[src/design/efl_pkg.sv]
// efl_pkg: shared constants, register codes and item types of the 3x3 edge filter.
// No dependencies; imported by every module of the block except efl_ram.
package efl_pkg;

  localparam int PIX_W      = 12;
  localparam int MAX_WIDTH  = 1024;
  localparam int MAX_HEIGHT = 4096;
  localparam int ADDR_W     = $clog2(MAX_WIDTH);
  localparam int WID_W      = 11;
  localparam int HGT_W      = 13;
  localparam int COL_W      = 11;
  localparam int ROW_W      = 14;
  localparam int VAL_W      = 16;
  localparam int MAG_W      = 15;
  localparam int SQ_W       = 2 * MAG_W;
  localparam int RAD_W      = 32;
  localparam int ROOT_W     = RAD_W / 2;
  localparam int REM_W      = ROOT_W + 3;
  localparam int FIFO_DEPTH = 4;
  localparam int FIFO_PTR_W = $clog2(FIFO_DEPTH);
  localparam int FIFO_CNT_W = $clog2(FIFO_DEPTH + 1);
  localparam int PADDR_W    = 4;

  localparam logic [1:0] MODE_PREWITT = 2'd0;
  localparam logic [1:0] MODE_SOBEL   = 2'd1;
  localparam logic [1:0] MODE_LAPLACE = 2'd2;

  localparam logic [1:0] REG_MODE   = 2'd0;
  localparam logic [1:0] REG_WIDTH  = 2'd1;
  localparam logic [1:0] REG_HEIGHT = 2'd2;

  localparam logic OP_PIXEL = 1'b0;
  localparam logic OP_FLUSH = 1'b1;

  typedef struct packed {
    logic             op;
    logic [PIX_W-1:0] pixel;
  } in_item_t;

  typedef struct packed {
    logic signed [VAL_W-1:0] value;
    logic                    frame_end;
  } out_item_t;

  // one 3x3 window ready for the arithmetic, entry r*3+c
  typedef struct packed {
    logic [8:0][PIX_W-1:0] win;
    logic                  border;
    logic                  frame_end;
  } win_item_t;

endpackage

[src/design/efl_back.sv]
// efl_back: kernel sums, squares and a pipelined integer square root, then the
// output register. Uses efl_pkg.
module efl_back import efl_pkg::*; (
  input  logic            clk,
  input  logic            rst_n,
  input  logic [1:0]      mode,
  input  logic            head_vld,
  input  win_item_t       head,
  output logic            pop,
  output logic            out_valid,
  input  logic            out_ready,
  output out_item_t       out_data
);

  localparam int NST = ROOT_W;

  logic en;
  logic signed [VAL_W-1:0] p [0:8];
  logic signed [VAL_W-1:0] gx, gy, lap, agx, agy;
  logic                    is_lap;

  logic                    b1_vld_r, b1_lap_f_r, b1_fe_r;
  logic [MAG_W-1:0]        b1_mx_r, b1_my_r;
  logic signed [VAL_W-1:0] b1_lap_r;
  logic                    b2_vld_r, b2_lap_f_r, b2_fe_r;
  logic [SQ_W-1:0]         b2_sx_r, b2_sy_r;
  logic signed [VAL_W-1:0] b2_lap_r;

  logic                    sq_vld_r [0:NST];
  logic                    sq_lf_r  [0:NST];
  logic                    sq_fe_r  [0:NST];
  logic signed [VAL_W-1:0] sq_lap_r [0:NST];
  logic [RAD_W-1:0]        sq_n_r   [0:NST];
  logic [REM_W-1:0]        sq_rem_r [0:NST];
  logic [ROOT_W-1:0]       sq_root_r[0:NST];
  logic [RAD_W-1:0]        n_nx   [0:NST-1];
  logic [REM_W-1:0]        rem_nx [0:NST-1];
  logic [ROOT_W-1:0]       root_nx[0:NST-1];

  logic                    out_valid_r;
  out_item_t               out_data_r;

  assign en  = !out_valid_r || out_ready;
  assign pop = en && head_vld;

  always_comb begin
    for (int i = 0; i < 9; i++) begin
      p[i] = $signed(VAL_W'(head.win[i]));
    end
    is_lap = (mode != MODE_PREWITT) && (mode != MODE_SOBEL);
    if (mode == MODE_PREWITT) begin
      gx = p[0] + p[3] + p[6] - p[2] - p[5] - p[8];
      gy = p[0] + p[1] + p[2] - p[6] - p[7] - p[8];
    end else begin
      gx = p[2] + (p[5] <<< 1) + p[8] - p[0] - (p[3] <<< 1) - p[6];
      gy = p[0] + (p[1] <<< 1) + p[2] - p[6] - (p[7] <<< 1) - p[8];
    end
    lap = p[1] + p[3] + p[5] + p[7] - (p[4] <<< 2);
    if (head.border) begin
      // border: sqrt(2c^2) falls out of gx = gy = c
      gx  = p[4];
      gy  = p[4];
      lap = p[4];
    end
    agx = (gx < 0) ? -gx : gx;
    agy = (gy < 0) ? -gy : gy;
  end

  // one result bit per stage, restoring method
  always_comb begin
    logic [REM_W-1:0] rs, tr;
    for (int k = 0; k < NST; k++) begin
      rs = {sq_rem_r[k][REM_W-3:0], sq_n_r[k][RAD_W-1 -: 2]};
      tr = {1'b0, sq_root_r[k], 2'b01};
      n_nx[k] = sq_n_r[k] << 2;
      if (rs >= tr) begin
        rem_nx[k]  = rs - tr;
        root_nx[k] = {sq_root_r[k][ROOT_W-2:0], 1'b1};
      end else begin
        rem_nx[k]  = rs;
        root_nx[k] = {sq_root_r[k][ROOT_W-2:0], 1'b0};
      end
    end
  end

  always_ff @(posedge clk) begin
    if (!rst_n) begin
      b1_vld_r    <= 1'b0;
      b2_vld_r    <= 1'b0;
      out_valid_r <= 1'b0;
      for (int k = 0; k <= NST; k++) begin
        sq_vld_r[k] <= 1'b0;
      end
    end else if (en) begin
      b1_vld_r    <= head_vld;
      b2_vld_r    <= b1_vld_r;
      sq_vld_r[0] <= b2_vld_r;
      for (int k = 0; k < NST; k++) begin
        sq_vld_r[k+1] <= sq_vld_r[k];
      end
      out_valid_r <= sq_vld_r[NST];
    end
  end

  always_ff @(posedge clk) begin
    if (en) begin
      b1_mx_r     <= agx[MAG_W-1:0];
      b1_my_r     <= agy[MAG_W-1:0];
      b1_lap_r    <= lap;
      b1_lap_f_r  <= is_lap;
      b1_fe_r     <= head.frame_end;
      b2_sx_r     <= b1_mx_r * b1_mx_r;
      b2_sy_r     <= b1_my_r * b1_my_r;
      b2_lap_r    <= b1_lap_r;
      b2_lap_f_r  <= b1_lap_f_r;
      b2_fe_r     <= b1_fe_r;
      sq_n_r[0]    <= RAD_W'(b2_sx_r) + RAD_W'(b2_sy_r);
      sq_rem_r[0]  <= '0;
      sq_root_r[0] <= '0;
      sq_lap_r[0]  <= b2_lap_r;
      sq_lf_r[0]   <= b2_lap_f_r;
      sq_fe_r[0]   <= b2_fe_r;
      for (int k = 0; k < NST; k++) begin
        sq_n_r[k+1]    <= n_nx[k];
        sq_rem_r[k+1]  <= rem_nx[k];
        sq_root_r[k+1] <= root_nx[k];
        sq_lap_r[k+1]  <= sq_lap_r[k];
        sq_lf_r[k+1]   <= sq_lf_r[k];
        sq_fe_r[k+1]   <= sq_fe_r[k];
      end
      out_data_r.value     <= sq_lf_r[NST] ? sq_lap_r[NST] : $signed(sq_root_r[NST]);
      out_data_r.frame_end <= sq_fe_r[NST];
    end
  end

  assign out_valid = out_valid_r;
  assign out_data  = out_data_r;

endmodule

[config.mk]
export PLATFORM = sky130hd
export DESIGN_NAME = efl_back
export DESIGN_NICKNAME = d
export VERILOG_FILES = /design/src/design/efl_pkg.sv /design/src/design/efl_back.sv
export SDC_FILE = /design/constraint.sdc
export NUM_CORES = 2
export LEC_CHECK = 0
export BUFFER_PORTS_ARGS = -buffer_cell sky130_fd_sc_hd__buf_2
export CAP_MARGIN = 20
export CORE_UTILIZATION = 55
export CTS_CLUSTER_DIAMETER = 150
export CTS_CLUSTER_SIZE = 20
export DETAILED_ROUTE_END_ITERATION = 12
export PLACE_DENSITY = 0.8
export SKIP_CTS_REPAIR_TIMING = 1
export SYNTH_ARGS = -nofsm -noshare
export SYNTH_HDL_FRONTEND = slang
export SYNTH_SLANG_ARGS = --single-unit
[constraint.sdc]
create_clock -name clk -period 34.8 [get_ports clk]
set_input_delay 5.22 -clock clk [delete_from_list [all_inputs] [get_ports clk]]
set_output_delay 5.22 -clock clk [all_outputs]
set_load 0.01 [all_outputs]
* Word level (Yosys, flattened, before mapping)
Memories as Yosys holds them, arrays and structs flattened. A register that Yosys moved wholly into a read port is not among the register bits.
Index checks and enable logic that the tools add are counted.
** Storage, ports and cells
- Register bits :: 144
- Bits in latches :: 0
- Bits in writable memories :: 1462
- Bits in read-only memories :: 0
- Word-level logic and storage cells :: 171
- Memories :: 7
** Memories
- sq_n_r :: depth 17, width 32, read ports 16, clocked after memory_dff 0, write ports 17, line efl_back.sv:33 : logic [RAD_W-1:0] sq_n_r [0:NST];
- sq_rem_r :: depth 17, width 19, read ports 16, clocked after memory_dff 0, write ports 17, line efl_back.sv:34 : logic [REM_W-1:0] sq_rem_r [0:NST];
- sq_lap_r :: depth 17, width 16, read ports 17, clocked after memory_dff 0, write ports 17, line efl_back.sv:32 : logic signed [VAL_W-1:0] sq_lap_r [0:NST];
- sq_root_r :: depth 17, width 16, read ports 17, clocked after memory_dff 0, write ports 17, line efl_back.sv:35 : logic [ROOT_W-1:0] sq_root_r[0:NST];
- sq_fe_r :: depth 17, width 1, read ports 17, clocked after memory_dff 1, write ports 17, line efl_back.sv:31 : logic sq_fe_r [0:NST];
- sq_lf_r :: depth 17, width 1, read ports 17, clocked after memory_dff 0, write ports 17, line efl_back.sv:30 : logic sq_lf_r [0:NST];
- +1 memories
** Cells by class
- Add/sub/neg operators :: 43
- Multiply operators :: 2
- Div/mod/pow operators :: 0
- Order comparisons :: 18
- Equality and inequality tests :: 1
- Shifts and indexed selects :: 0
- Mux-type cells :: 62
- Bitwise operators :: 17
- Reductions and logical operators :: 7
** Operators by type and width (count)
- $ge 19x18->1 :: 16
- $mux 19 :: 16
- $sub 19x18->19 :: 16
- $mux 16 :: 5
- $sub 16x13->16 :: 4
- $mul 15x15->30 :: 2
- $add 14x12->15 :: 3
- $add 13x12->14 :: 3
- $add 12x12->13 :: 3
- $mux 1 :: 38
- $lt 16x1->1 const B :: 2
- $sub 15x12->16 :: 2
- $sub 15x13->16 :: 2
- $sub 16x14->16 :: 2
- $add 30x30->31 :: 1
- $mux 15 :: 2
- $neg 15->15 :: 2
- $sub 14x12->15 :: 2
- $add 12x13->14 :: 2
- $or 1x1->1 :: 17
- $sub 15x14->16 :: 1
- $mux 12 :: 1
- $logic_and 1x1->1 :: 2
- $logic_not 1->1 :: 2
- other kinds (4) :: 4

* Longest topological paths before layout
- Word-level depth :: 9
- Gate-level depth with buffers :: 26
- Mapped depth without buffers :: 25

* Worst setup path after synthesis
OpenSTA, ideal clock, no wires.
- Kind :: input-to-reg
- Start :: input out_ready
- End :: register b1_fe_r, enable pin
- Library setup time :: 1419 ps
- Arrival :: 26263 ps
- Data required time :: 33381 ps
- Setup slack :: 7118 ps
- Stages on the path :: 3
- Buffers on the path :: 1
- Cell sequence :: nor2b_1 -> clkbuf_1 -> inv_1
** On the way
- Cells in the longest elaborated chain, start to end :: 1
** Ends and longest elaborated chain
- from (decl) :: line efl_back.sv:11 : input logic out_ready,
- $logic_or 1x1->1 :: line efl_back.sv:43 : assign en = !out_valid_r || out_ready;
- to (signal assigned) :: line efl_back.sv:111 : b1_fe_r <= head.frame_end;
- to (decl) :: line efl_back.sv:22 : logic b1_vld_r, b1_lap_f_r, b1_fe_r;
Every way passes these cells.
A chain may end at the register's enable or synchronous reset.

* Worst setup path after layout
- Start :: input out_ready
- End :: output pop
** On the way
- Cells in the longest elaborated chain, start to end :: 2
** Ends and longest elaborated chain
- $logic_or 1x1->1 :: line efl_back.sv:43
- $logic_and 1x1->1 :: line efl_back.sv:44 : assign pop = en && head_vld;
- to (decl) :: line efl_back.sv:9 : output logic pop,
Every way passes these cells.

==> flow_summary.json <==
{
  "clock_latency_ns": 0.71,
  "final_area_um2": 70600,
  "die_height_um": 349,
  "drtPass1Iterations": 6,
  "utilization_pct": 58.9,
  "syn_area_per_cell_um2": 12.7,
  "synth.mux.area_fraction_pct": 1.23,
  "post-route-period-util_pct": 32.8,
  "hold_path.class": "flop to flop",
  "die_area_um2": 122000,
  "synth_warnings": 0,
  "grt_pass1_wl_um": 204000,
  "cp-start-kind": "input pin",
  "viasPerCell": 5.51,
  "synth-edff-count": 1104,
  "syn_nets": 6275,
  "synth_area_leader_cell": "edfxtp_1",
  "drt_iter0_markers": 2596,
  "grt-ovfl-total": 0,
  "layout-drive-gt1-share_pct": 6.35,
  "synthSimpleGateAreaFrac_pct": 8.70,
  "min_path_cells": 0,
  "clk_pin_slew_worst_paths_ns": 0.08,
  "slew_violations": 0,
  "path_depth": 4,
  "wirelength_um": 125000,
  "status": "complete, no violations",
  "setup_violations": 0,
  "grt_max_degree": 205,
  "num_vias": 38500,
  "worst_setup_path_end_kind": "output pin",
  "synth-seq-cells": 1107,
  "grt_setup_unrepaired": "no",
  "placed_cells": 6903,
  "clock-sinks": 1107,
  "crit_type": "input pin to output pin",
  "finalNonFillerCells": 6983,
  "hpwl_um": 96000,
  "synth-xor-area-share_pct": 4.11,
  "area_growth_pct": 6.40,
  "root_buffer": "clkbuf_16",
  "finalNetCount": 6411,
  "async_flop_share_pct": 0,
  "tightest_slew_ns": 1.09,
  "cts_buffers": 61,
  "critPathMaxStageDelay_ns": 0.56,
  "synthDistinctLibCells": 102,
  "maxCapViolations": 0,
  "yosysTopAreaCellShare_pct": 50.0,
  "max_clock_freq_ghz": 0.0877,
  "min_period_ns": 11.40,
  "slew_headroom_pct": 27.5,
  "path_cells": "buf_2 -> nor2b_1 -> nor2b_1 -> buf_2",
  "htree_levels": 2,
  "crit_arrival_ns": 6.18,
  "netlist_area_um2": 66300,
  "ant_nets": 0,
  "worstPathMaxFanout": 7,
  "synth_top_family_by_area": "adder cells",
  "cts.path.max_buffers": 3,
  "placed_cell_area_um2": 68900,
  "synthFlopType": "edfxtp_1",
  "nFillCells": 9353,
  "synth_common_cells": "edfxtp_1 (1104), inv_1 (797), fa_1 (474), ha_1 (467), nor2_1 (264)",
  "synth_compound_area_share_pct": 7.78,
  "die_w_um": 349,
  "grt_pass1_vias": 40100,
  "antenna_found_initial": 1,
  "yosysMostFrequentCell": "edfxtp_1",
  "rr_worst_depth": 20,
  "drc": 0,
  "seq_area_frac_synth_pct": 50.1,
  "fin_setup_tns_ns": 0,
  "gr-usage-all-layers_pct": 20.9,
  "row_count": 127,
  "wl_per_cell_um": 17.9,
  "crit_family": "simple AND/OR/NAND/NOR gates",
  "cts_tree": "done",
  "syn-instance-count": 5218,
  "gp_congestion": 0.949,
  "ios": 135,
  "synth_fa_ha_area_share_pct": 23.1,
  "cp_num_buf_inv": 2,
  "skew_ns": 0.0504,
  "hold_viol": 0,
  "core-area_um2": 120000,
  "slowest_stage": "nor2b_1",
  "initial_utilization_pct": 55.4,
  "synth.area.top_cells": "edfxtp_1 (50%), fa_1 (14%), ha_1 (8.8%)",
  "port_buffers": 134,
  "required_ns": 29.58
}
-- registers in the layout, summed over array words and instances, names as in the netlist, 15 cells and up --
register	flops
b1_my_r	15
sq_rem_r	233
sq_root_r	136
sq_lf_r	17
sq_fe_r	17
b2_sy_r	29
sq_n_r	271
sq_vld_r	17
b1_mx_r	15
b2_sx_r	29
out_data	17
sq_lap_r	272
b1_lap_r	16
b2_lap_r	16
-- layer usage --
metal	wire, µm	part of all wire, %	track usage (%)
met1	52200	42	26.2
met2	63100	51	37.3
met3	5120	4.1	2.53
met4	4470	3.6	7.12
met5	0	0	0
-- final timing paths --
check                        end  slack (ns)            from
hold / removal    sq_n_r[0][381]        0.39  sq_n_r[0][347]
setup / recovery             pop       23.40       out_ready
setup reg to reg     b2_sx_r[29]       27.19      b1_mx_r[6]
hold reg to reg   sq_n_r[0][381]        0.39  sq_n_r[0][347]
-- layout by cell type (no fill, tap or decap), types with 78 or more instances in the layout --
cell      synthesis  final
nand2_1         253    253
xor2_1          121    121
a21oi_1         230    230
nor2_1          264    264
and2_1          152    152
o21ai_0         161    161
inv_1           797    796
edfxtp_1       1104   1104
o21a_1           78     78
buf_2            15    134
xnor2_1         190    190
fa_1            474    474
ha_1            467    467
nor3_1           85     85
-- stage by stage --
stage	hold WS, ns	worst slack [ns]
global route	0.387	23.33
floorplan	0.400	7.12
finish	0.387	23.40
CTS	0.384	23.39
global placement	0.400	23.42
detailed placement	0.405	23.39
-- layout make-up --
cell class / instances / area, µm² / share of cell area (%)
clock inverters: 6 / 133 / 0.188
repair buffers: 151 / 836 / 1.18
well taps: 1612 / 2020 / 2.86
multi-input cells: 3236 / 29800 / 42.2
inverters: 797 / 3000 / 4.25
diodes: 1 / 2.50 / 0.00355
clock buffers: 73 / 1570 / 2.23
flip-flops and latches: 1107 / 33200 / 47.1
-- kinds of logic (layout without fill, tap and decap cells) --
| family | count (synthesis) | in the layout |
|---|---|---|
| multiplexers | 74 | 74 |
| buffers and inverters | 875 | 1027 |
| adder cells (fa/ha/maj) | 941 | 941 |
| XOR/XNOR | 311 | 311 |
| flip-flops | 1107 | 1107 |
| other | 1 | 2 |
| AND/OR/NAND/NOR | 1126 | 1126 |
| AO/OA/AOI/OAI | 783 | 783 |
-- worst register-to-register path: cells and delay by family, from the launching register on --
family	cells	cell delay (ns)
compound gates	6	2.10
flops	1	0.75
fa+ha+maj	7	3.30
buf+inv	3	0.40
simple gates	3	0.72
mux	1	0.15
Power is left out: the tool's default activity adds up to more than one toggle a clock period on the data nets, which glitch-free logic cannot reach.
